### config.mk
export PLATFORM = sky130hd
export DESIGN_NAME = ppp_div_cell
export DESIGN_NICKNAME = d
export VERILOG_FILES = /design/src/rtl/ppp_pkg.sv /design/src/rtl/ppp_div_cell.sv
export SDC_FILE = /design/constraint.sdc
export NUM_CORES = 1
export LEC_CHECK = 0
export BUFFER_PORTS_ARGS = -buffer_cell sky130_fd_sc_hd__buf_2
export CORE_AREA = 5 5 231 233
export CTS_CLUSTER_SIZE = 28
export DETAILED_ROUTE_END_ITERATION = 7
export DIE_AREA = 0 0 236 238
export PLACE_DENSITY = 0.53
export SYNTH_ARGS = -nofsm -noshare
export SYNTH_HDL_FRONTEND = slang
export SYNTH_SLANG_ARGS = --single-unit
### constraint.sdc
create_clock -name clock -period 7.8 [get_ports clock]
set_input_delay 1.17 -clock clock [delete_from_list [all_inputs] [get_ports clock]]
set_output_delay 1.17 -clock clock [all_outputs]
set_load 0.02 [all_outputs]
### src/rtl/ppp_pkg.sv
// Package for the perspective point projection core: types and constants.
package ppp_pkg;

   localparam int FRAC_BITS_DEF   = 16;
   localparam int COORD_WIDTH_DEF = 32;
   localparam int CSR_DATA_W      = 64;
   localparam int CSR_IDX_W       = 3;
   localparam int DIM_W           = 15;
   localparam int ENT_W           = 32;
   // Clip values stay well inside this width (three clamped products plus a 32-bit entry).
   localparam int CLIP_W          = 64;
   localparam int NDC_LIM_LOG2    = 47;

   typedef enum logic [CSR_IDX_W-1:0] {
      REG_ROW_X   = 3'd0,
      REG_ROW_Y   = 3'd1,
      REG_ROW_Z   = 3'd2,
      REG_ROW_T   = 3'd3,
      REG_W_UPPER = 3'd4,
      REG_W_LOWER = 3'd5,
      REG_WIDTH   = 3'd6,
      REG_HEIGHT  = 3'd7
   } csr_idx_type;

   localparam logic [CSR_DATA_W-1:0] RST_ROW_X   = 64'd65536;
   localparam logic [CSR_DATA_W-1:0] RST_ROW_Y   = 64'd281474976710656;
   localparam logic [CSR_DATA_W-1:0] RST_ROW_Z   = 64'd0;
   localparam logic [CSR_DATA_W-1:0] RST_ROW_T   = 64'd0;
   localparam logic [CSR_DATA_W-1:0] RST_W_UPPER = 64'd0;
   localparam logic [CSR_DATA_W-1:0] RST_W_LOWER = 64'd281474976710656;
   localparam logic [DIM_W-1:0]      RST_WIDTH   = 15'd1920;
   localparam logic [DIM_W-1:0]      RST_HEIGHT  = 15'd1080;

   typedef struct packed {
      logic signed [COORD_WIDTH_DEF-1:0] world_x;
      logic signed [COORD_WIDTH_DEF-1:0] world_y;
      logic signed [COORD_WIDTH_DEF-1:0] world_z;
   } req_type;

   typedef struct packed {
      logic signed [COORD_WIDTH_DEF-1:0] screen_x;
      logic signed [COORD_WIDTH_DEF-1:0] screen_y;
      logic                              visible;
   } rsp_type;

   // Per-stage control carried alongside the division chain.
   typedef struct packed {
      logic valid;
      logic vis;
      logic neg_x;
      logic neg_y;
      logic sat_x;
      logic sat_y;
   } div_ctl_type;

endpackage

### src/rtl/ppp_div_cell.sv
// One restoring-division cell: one quotient bit for x and y per cycle, shared divisor.
module ppp_div_cell #(
   parameter int QW = 48,
   parameter int DW = 64
) (
   input  logic                      clock,
   input  logic                      reset,
   input  ppp_pkg::div_ctl_type      in_ctl,
   input  logic [DW-1:0]             in_w,
   input  logic [DW:0]               in_rx,
   input  logic [DW:0]               in_ry,
   input  logic [QW-1:0]             in_qx,
   input  logic [QW-1:0]             in_qy,
   input  logic                      in_bx,
   input  logic                      in_by,
   output ppp_pkg::div_ctl_type      out_ctl,
   output logic [DW-1:0]             out_w,
   output logic [DW:0]               out_rx,
   output logic [DW:0]               out_ry,
   output logic [QW-1:0]             out_qx,
   output logic [QW-1:0]             out_qy
);
   logic [DW:0] tx, ty;
   logic        gx, gy;
   ppp_pkg::div_ctl_type ctl_ff;
   logic [DW-1:0] w_ff;
   logic [DW:0]   rx_ff, ry_ff;
   logic [QW-1:0] qx_ff, qy_ff;

   always_comb begin
      tx = {in_rx[DW-1:0], in_bx};
      ty = {in_ry[DW-1:0], in_by};
      gx = (tx >= {1'b0, in_w});
      gy = (ty >= {1'b0, in_w});
   end

   always_ff @(posedge clock) begin
      w_ff  <= in_w;
      rx_ff <= gx ? tx - {1'b0, in_w} : tx;
      ry_ff <= gy ? ty - {1'b0, in_w} : ty;
      qx_ff <= {in_qx[QW-2:0], gx};
      qy_ff <= {in_qy[QW-2:0], gy};
      if (reset) begin
         ctl_ff <= '0;
      end else begin
         ctl_ff <= in_ctl;
      end
   end

   assign out_ctl = ctl_ff;
   assign out_w   = w_ff;
   assign out_rx  = rx_ff;
   assign out_ry  = ry_ff;
   assign out_qx  = qx_ff;
   assign out_qy  = qy_ff;
endmodule

==> impl_metrics.csv, run 1 <==
group,metric,value,unit
final_layout,drive_above_1_share,33.6,%
yosys,yosysTopAreaCell,"dfxtp_1",
yosys,synth_area_leaders,"dfxtp_1, ha_1, a21oi_1, mux2_4, xnor2_1",
floorplan,start_util,31.4,%
sta,slew_headroom,42.4,%
sta,rsz0062_at_grt,"no",
sta,final.setup.tns,0,ns
floorplan,core-area,51000,µm²
outcome,status,"finished, final reports clean",
setup_path,crit_fanout,43,
setup_path,end_kind,"flip-flop",
job,maxCapViolCount,0,
yosys,synth-adder-area-share,10.3,%
clock_network,cts_setup_buffers,0,
yosys,yosysSeqAreaShare,37.0,%
clock_network,clk_pin_slew,0.06,ns
setup_path,required,8.22,ns
routing,avgViaCountPerCell,4.96,
sta,tightest_slew,0.856,ns
yosys,yosys.area_share.xor_xnor,6.13,%
floorplan,chipHeight,238,µm
yosys,synth-simple-area-share,12.4,%
routing,ant_nets,0,
yosys,synth_edf_count,0,
grt,grt_pass1_vias,15000,
yosys,syn_area_per_cell,9.40,µm²
power,peakVddDrop,0.152,mV
final_layout,final_common_cell,"buf_2",
sta,slew_violations,0,
floorplan,rows,83,
floorplan,die-area,56200,µm²
grt,grt_usage,21.3,%
grt,grt_start_max_net_pins,44,
floorplan,io_pins,596,
yosys,synth_top_family_by_area,"compound AO/OA/AOI/OAI gates",
power,power_density,245,nW/µm²
place,gp_congestion,0.919,
floorplan,die_w,236,µm
routing,wl,63700,µm
setup_path,critPathLaunchType,"input port",
sta,fmax,211,MHz
yosys,ys_types,100,
yosys,async_flop_share,0,%
clock_network,ctsHtreeMaxLevel,2,
routing,drc,0,
sta,finalHoldViolCount,0,
clock_network,cts_tree,"done",
clock_network,ctsRootBufferMaster,"clkbuf_16",
setup_path,slowest_stage,"a32oi_1",
yosys,synth_top_area_share,37.0,%
routing,wl_per_cell,21.3,µm
setup_path,path_delay_family,"compound AO/OA/AOI/OAI gates",
clock_network,clock_path_buffers,3,
setup_path,path_buf_inv,3,
routing,firstDrtPassIters,5,
yosys,syn_inst,1701,
final_layout,utilization,40.6,%
yosys,yosysWarnings,0,
sta,min_period,4.74,ns
sta,setup_viol,0,
yosys,yosys_register_bits,296,
clock_network,cts.sinks,296,
grt,overflow,0,
routing,vias,14800,
setup_path,path_class,"input port to flip-flop",
grt,grt_pass1_wl,92700,µm
yosys,synth_flop_cell,"dfxtp_1",
clock_network,cts_buffers,36,
final_layout,nNetsFinal,2706,
worst_hold_path,hold_class,"input port to flip-flop",
setup_path,critPathArrivalTime,5.16,ns
yosys,synth_compound_area_share,19.0,%
clock_network,cts_hold_buf,0,
setup_path,worstPathCellList,"buf_2, inv_1, ha_1, a21oi_1, o21ai_0, nor2_1, nand4_1, a32oi_1, nand2_1, a41oi_2, nand2b_1, a31o_4, buf_4, mux2_1",
yosys,synth_area,16000,µm²
clock_network,cts_resized,0,
yosys,synthMuxAreaShare,10.0,%
yosys,syn_nets,2131,
power,leakage,10.0,nW
sta,fin_crit_sh,60.7,%
setup_path,max_stage_delay,0.44,ns
place,dp_hpwl,54200,µm
final_layout,area_growth,29.4,%
place,io_buffers,591,
grt,antenna_found_initial,7,
routing,drt_iter0_drc,655,
final_layout,final_cell_mix,"buf_2, dfxtp_1, a21oi_1",
cell families after synthesis:
group,after synthesis
AOI/OAI and AO/OA,456
adders and majority gates,130
muxes,129
xor gates and xnor gates,112
DFF,296
buffers and inverters,172
and+or+nand+nor,406
per-layer routing:
layer	share of wire [%]	wire [µm]	track usage, %
met1	40	25500	24.7
met2	51	32400	39.8
met3	6.2	3960	4.42
met4	2.8	1760	5.61
met5	0.052	33	0
Yosys cell counts (all sizes together) (3+ instances only):
| cell | n |
|---|---|
| a21o | 61 |
| buf | 27 |
| nor2b | 17 |
| a41oi | 3 |
| o311ai | 3 |
| mux2i | 9 |
| a311oi | 5 |
| or4 | 6 |
| o21a | 20 |
| a21boi | 10 |
| nand4b | 3 |
| o2111ai | 3 |
| xor2 | 49 |
| nand4 | 36 |
| nand2b | 16 |
| or3 | 5 |
| or2 | 5 |
| o21ba | 4 |
| nor4 | 7 |
| nor2 | 99 |
| inv | 114 |
| and3 | 13 |
| o31ai | 12 |
| a2111oi | 3 |
| nand2 | 116 |
| xnor2 | 63 |
| a31oi | 13 |
| o21bai | 33 |
| nand3 | 31 |
| a211oi | 5 |
| and2 | 16 |
| dfxtp | 296 |
| clkbuf | 31 |
| o211ai | 12 |
| o21ai | 82 |
| nor3b | 3 |
| nor3 | 25 |
| o211a | 4 |
| o22ai | 3 |
| mux2 | 120 |
| ha | 128 |
| a21oi | 154 |
report_power, final:
part           leakage (nW)  total (mW)  internal, mW  switching (mW)
Combinational          6.95        1.54         0.604           0.937
Sequential             2.50        1.77          1.71          0.0592
Clock                 0.595        1.77          1.09           0.681
Total                  10.0        5.08          3.40            1.68
sequential cells by signal, indices dropped and copies added, names as in the netlist:
name / cells
out_ctl: 6
out_rx: 65
out_ry: 65
out_qy: 48
out_w: 64
out_qx: 48
area by class of cell:
cell class	instances	area (µm²)
fillers	5238	30300
multi-input cells	1233	9260
flip-flops and latches	296	5930
repair buffers	595	2990
clock buffers	52	1030
well taps	680	851
inverters	114	428
clock inverters	13	215
diodes	3	7.51
per-stage QoR:
step           cells  hold slack [ns]  cell area [µm²]  total power, mW  setup slack (ns)
2_1_floorplan   1701             1.20            16000             2.81              3.89
3_3_place_gp    2918             1.27            19500             3.35              2.51
3_5_place_dp    2918             1.27            19500             3.35              2.46
4_1_cts         2983            0.687            20700             5.15              3.04
5_1_grt         2984            0.698            20700             5.33              2.85
6_report        2986            0.720            20700             5.08              3.06
final timing paths:
path | cells after the start | start | end | slack, ns
setup / recovery | 14 | in_w[14] | out_rx[32] | 3.06
hold / removal | 1 | in_qx[38] | out_qx[39] | 0.72
(Power assumes the default switching activity.)
==> run 2, diff against run 1 <==
--- a/config.mk
+++ b/config.mk
@@ -6,11 +6,11 @@
 export NUM_CORES = 1
 export LEC_CHECK = 0
 export BUFFER_PORTS_ARGS = -buffer_cell sky130_fd_sc_hd__buf_2
-export CORE_AREA = 5 5 231 233
+export CORE_AREA = 5 5 226 228
 export CTS_CLUSTER_SIZE = 28
 export DETAILED_ROUTE_END_ITERATION = 7
-export DIE_AREA = 0 0 236 238
-export PLACE_DENSITY = 0.53
+export DIE_AREA = 0 0 231 233
+export PLACE_DENSITY = 0.55
 export SYNTH_ARGS = -nofsm -noshare
 export SYNTH_HDL_FRONTEND = slang
 export SYNTH_SLANG_ARGS = --single-unit
==> constraint.sdc (replaced) <==
create_clock -name clock -period 4.9 [get_ports clock]
set_input_delay 0.735 -clock clock [delete_from_list [all_inputs] [get_ports clock]]
set_output_delay 0.735 -clock clock [all_outputs]
set_load 0.02 [all_outputs]
==> run 2 against run 1 <==
Non-clock buffer count up 13. Clock-buffer cell count down 8. Critical path depth unchanged. Combinational power up 61%. Clock power up 52%. Routed wire length down 1.5%. First-iteration DRC count up 3.7%. Via count up 0.36%. Critical endpoint unchanged.
==> impl_metrics.csv, run 2 (synthesized netlist as in run 1, its figures left out) <==
group,metric,value,unit
power,pwr-share-clk,33.8,%
final_layout,fill_cells,4890,
grt,grt_usage,22.1,%
routing,avgViaCountPerCell,5.06,
setup_path,path_class,"input port to flip-flop",
final_layout,seq_area,5930,µm²
final_layout,drive_above_1_share,34.0,%
power,intPower,5.32,mW
grt,grt_pass1_wl,91300,µm
power,peakVddDrop,0.270,mV
final_layout,nNetsFinal,2718,
place,dp_hpwl,53700,µm
sta,fin_crit_sh,79.6,%
clock_network,cts_resized,0,
floorplan,start_util,32.9,%
routing,wl_per_cell,21.4,µm
power,total_power,7.98,mW
sta,tightest_slew,0.808,ns
sta,fin_hold_ws,0.287,ns
place,pre_cts_ws,0.513,ns
sta,setup_viol,0,
setup_path,path_delay_family,"compound AO/OA/AOI/OAI gates",
power,switchingPower,2.66,mW
setup_path,startpoint,"in_w[4]",
grt,grt_pass1_vias,15100,
clock_network,cts_tree,"done",
setup_path,critPathCapture,"out_rx[32]",
setup_path,end_kind,"flip-flop",
sta,finalHoldViolCount,0,
setup_path,max_stage_delay,0.48,ns
sta,slew_headroom,45.6,%
place,io_buffers,591,
floorplan,core-area,48600,µm²
clock_network,cts_hold_buf,0,
floorplan,die_w,231,µm
power,leakage,10.1,nW
floorplan,die-area,53800,µm²
outcome,status,"finished, final reports clean",
setup_path,path_buf_inv,3,
routing,wl,62700,µm
power,power_density,385,nW/µm²
clock_network,ctsRootBufferMaster,"clkbuf_16",
sta,final.setup.tns,0,ns
final_layout,multi_input_comb_area,9260,µm²
clock_network,clock_path_buffers,3,
setup_path,critPathLaunchType,"input port",
setup_path,crit_fanout,33,
final_layout,utilization,42.6,%
clock_network,clk_pin_slew,0.06,ns
routing,drt_iter0_drc,679,
grt,antenna_found_initial,15,
grt,grt_start_max_net_pins,34,
floorplan,chipHeight,233,µm
sta,slew_violations,0,
clock_network,cts_setup_buffers,0,
floorplan,io_pins,596,
place,gp_congestion,0.956,
job,maxCapViolCount,0,
clock_network,cts_buffers,35,
routing,vias,14900,
power,seq_power_share,35.2,%
power,p_sw_share,33.4,%
sta,layout_setup_ws,0.998,ns
setup_path,critPathMostFrequentCell,"nand2_1",
setup_path,worstPathCellList,"buf_2, inv_1, ha_1, a21oi_1, nand2_1, o211ai_1, nand4_1, a32oi_1, nand2_1, a41oi_2, nand2b_1, a31o_4, buf_12, mux2_1",
final_layout,area_growth,29.5,%
clock_network,ctsHtreeMaxLevel,2,
routing,ant_nets,0,
setup_path,required,5.33,ns
final_layout,final_cell_mix,"buf_2, dfxtp_1, a21oi_1",
setup_path,crit_cells,14,
setup_path,critPathArrivalTime,4.33,ns
power,p_comb_share,31.1,%
routing,firstDrtPassIters,6,
final_layout,final_common_cell,"buf_2",
floorplan,rows,81,
grt,overflow,0,
sta,rsz0062_at_grt,"no",
worst_hold_path,hold_class,"input port to flip-flop",
sta,fmax,256,MHz
routing,drc,0,
sta,min_period,3.90,ns
setup_path,slowest_stage,"a32oi_1",
clock_network,cts.sinks,296,
run 2: metal layers:
metal  GRT usage, %  share of wire [%]
met5              0               0.18
met2           41.3                 51
met4           7.26                3.2
met1           24.9                 39
met3           4.54                6.8
run 2: area by class of cell:
cell class	instances	share of cell area [%]
diodes	3	0.0362
clock buffers	44	4.63
clock inverters	15	1.06
inverters	114	2.07
multi-input cells	1233	44.7
flip-flops and latches	296	28.6
well taps	622	3.76
repair buffers	608	15.1
run 2: how the worst min path moves through the flow:
stage,start,endpoint,slack (ns),cells past startpoint
after detailed placement,in_qx[39],out_qx[40],0.84,1
final,in_qx[11],out_qx[12],0.29,1
after global placement,in_qx[15],out_qx[16],0.84,1
after floorplan,in_qx[9],out_qx[10],0.76,0
after global routing,in_qx[39],out_qx[40],0.26,1
after CTS,in_qx[39],out_qx[40],0.25,1
run 2: per-stage QoR:
step,cells,area (µm²)
detailed placement,2873,19500
finish,2935,20700
global route,2935,20700
global placement,2873,19500
floorplan,1701,16000
CTS,2932,20700
run 2: power groups by stage:
stage | clock, mW | combinational, mW | sequential, mW
after global routing | 2.87 | 2.68 | 2.84
after floorplan | 0 | 1.21 | 3.25
after detailed placement | 0 | 2.49 | 2.86
after CTS | 2.78 | 2.50 | 2.81
final | 2.69 | 2.48 | 2.81
after global placement | 0 | 2.48 | 2.86
==> run 3, diff against run 2 <==
==> constraint.sdc (replaced) <==
create_clock -name clock -period 3.8 [get_ports clock]
set_input_delay 0.57 -clock clock [delete_from_list [all_inputs] [get_ports clock]]
set_output_delay 0.57 -clock clock [all_outputs]
set_load 0.02 [all_outputs]
==> run 3 against run 2 <==
Sequential cell count did not move. Combinational power rose by 37%. Non-clock buffer count rose by 147. Critical path depth rose by 1.
==> impl_metrics.csv, run 3 (synthesized netlist as in run 1, its figures left out) <==
group,metric,value,unit
final_layout,area_growth,36.7,%
clock_network,ctsHtreeMaxLevel,2,
floorplan,die-area,53800,µm²
routing,vias,15300,
final_layout,final_cells,3086,
sta,slew_headroom,55.4,%
routing,wl_per_cell,20.8,µm
final_layout,drive_above_1_share,38.0,%
floorplan,die_w,231,µm
grt,grt_start_max_net_pins,33,
sta,final.setup.tns,0,ns
routing,firstDrtPassIters,5,
routing,wl,64100,µm
grt,overflow,0,
floorplan,rows,81,
sta,rsz0062_at_grt,"no",
power,leakage,10.8,nW
routing,ant_nets,0,
clock_network,cts_resized,0,
setup_path,crit_fanout,32,
routing,drt_iter0_drc,607,
sta,slew_violations,0,
clock_network,cts_hold_buf,0,
place,gp_congestion,0.919,
setup_path,required,4.24,ns
final_layout,nNetsFinal,2865,
sta,fmax,292,MHz
power,power_density,482,nW/µm²
grt,grt_pass1_wl,94200,µm
place,place_inst,3020,
grt,antenna_found_initial,10,
setup_path,critPathArrivalTime,3.87,ns
clock_network,ctsRootBufferMaster,"clkbuf_16",
final_layout,fill_cells,4813,
setup_path,critPathLaunchType,"input port",
sta,min_period,3.43,ns
sta,setup_viol,0,
floorplan,core-area,48600,µm²
setup_path,path_class,"input port to flip-flop",
clock_network,clk_pin_slew,0.06,ns
grt,grt_pass1_vias,15800,
sta,tightest_slew,0.662,ns
setup_path,worstPathCellList,"buf_2, inv_1, ha_1, a21oi_1, o21ai_0, nor2_1, nand4_1, a32oi_1, buf_4, nand2_1, a41oi_2, nand2b_1, a31o_4, buf_12, mux2_1",
sta,fin_crit_sh,90.2,%
clock_network,cts.sinks,296,
worst_hold_path,hold_class,"input port to flip-flop",
power,total_power,10.5,mW
final_layout,seq_area,5930,µm²
clock_network,cts_tree,"done",
routing,drc,0,
power,peakVddDrop,0.309,mV
floorplan,start_util,32.9,%
job,maxCapViolCount,0,
outcome,status,"finished, final reports clean",
final_layout,final_common_cell,"buf_2",
setup_path,max_stage_delay,0.36,ns
place,dp_hpwl,55300,µm
place,io_buffers,591,
routing,avgViaCountPerCell,4.97,
clock_network,clock_path_buffers,3,
place,placed_cell_area,20600,µm²
sta,finalHoldViolCount,0,
clock_network,cts_setup_buffers,0,
clock_network,cts_buffers,35,
floorplan,io_pins,596,
setup_path,slowest_stage,"ha_1",
floorplan,chipHeight,233,µm
sta,fin_hold_ws,0.106,ns
final_layout,multi_input_comb_area,9260,µm²
worst_hold_path,whs_path_depth,1,
final_layout,final_cell_mix,"buf_2, dfxtp_1, buf_4",
grt,grt_usage,22.7,%
final_layout,fin_area,21900,µm²
setup_path,end_kind,"flip-flop",
-- run 3: routing by layer --
layer / routed length [µm] / track usage, % / vias up
met1: 25200 / 26.1 / 7176
met2: 32800 / 42.2 / 503
met5: 53 / 0 / -
li1: - / - / 7541
met4: 2100 / 6.98 / 8
met3: 3940 / 4.61 / 95
-- run 3: where the power goes --
group | internal (mW) | switching, mW
clock | 2.11 | 1.40
sequential | 3.51 | 0.127
combinational | 1.43 | 1.97
total | 7.04 | 3.49
-- run 3: critical path: cells and delay by family --
kind | cells | cell delay [ns]
AND/OR/NAND/NOR | 4 | 0.79
AO/OA/AOI/OAI | 5 | 1.32
adder cells (fa/ha/maj) | 1 | 0.36
buffers and inverters | 4 | 0.45
multiplexers | 1 | 0.33
-- run 3: layout make-up --
| cell class | count | area share [%] |
|---|---|---|
| Antenna cell | 3 | 0.0343 |
| Clock buffer | 46 | 4.47 |
| Clock inverter | 17 | 1.08 |
| Inverter | 114 | 1.96 |
| Multi-Input combinational cell | 1233 | 42.3 |
| Sequential cell | 296 | 27.1 |
| Tap cell | 622 | 3.56 |
| Timing Repair Buffer | 755 | 19.4 |
-- run 3: final timing paths --
check,slack [ns],from,to
worst max-delay path,0.37,in_w[16],out_rx[31]
worst min-delay path,0.11,in_qx[39],out_qx[40]
-- run 3: through the flow --
step	utilization, %	setup WS [ns]
finish	44.9	0.374
global route	44.9	0.229
CTS	44.9	0.460
detailed placement	42.4	-0.120
global placement	42.4	-0.103
floorplan	-	0.487
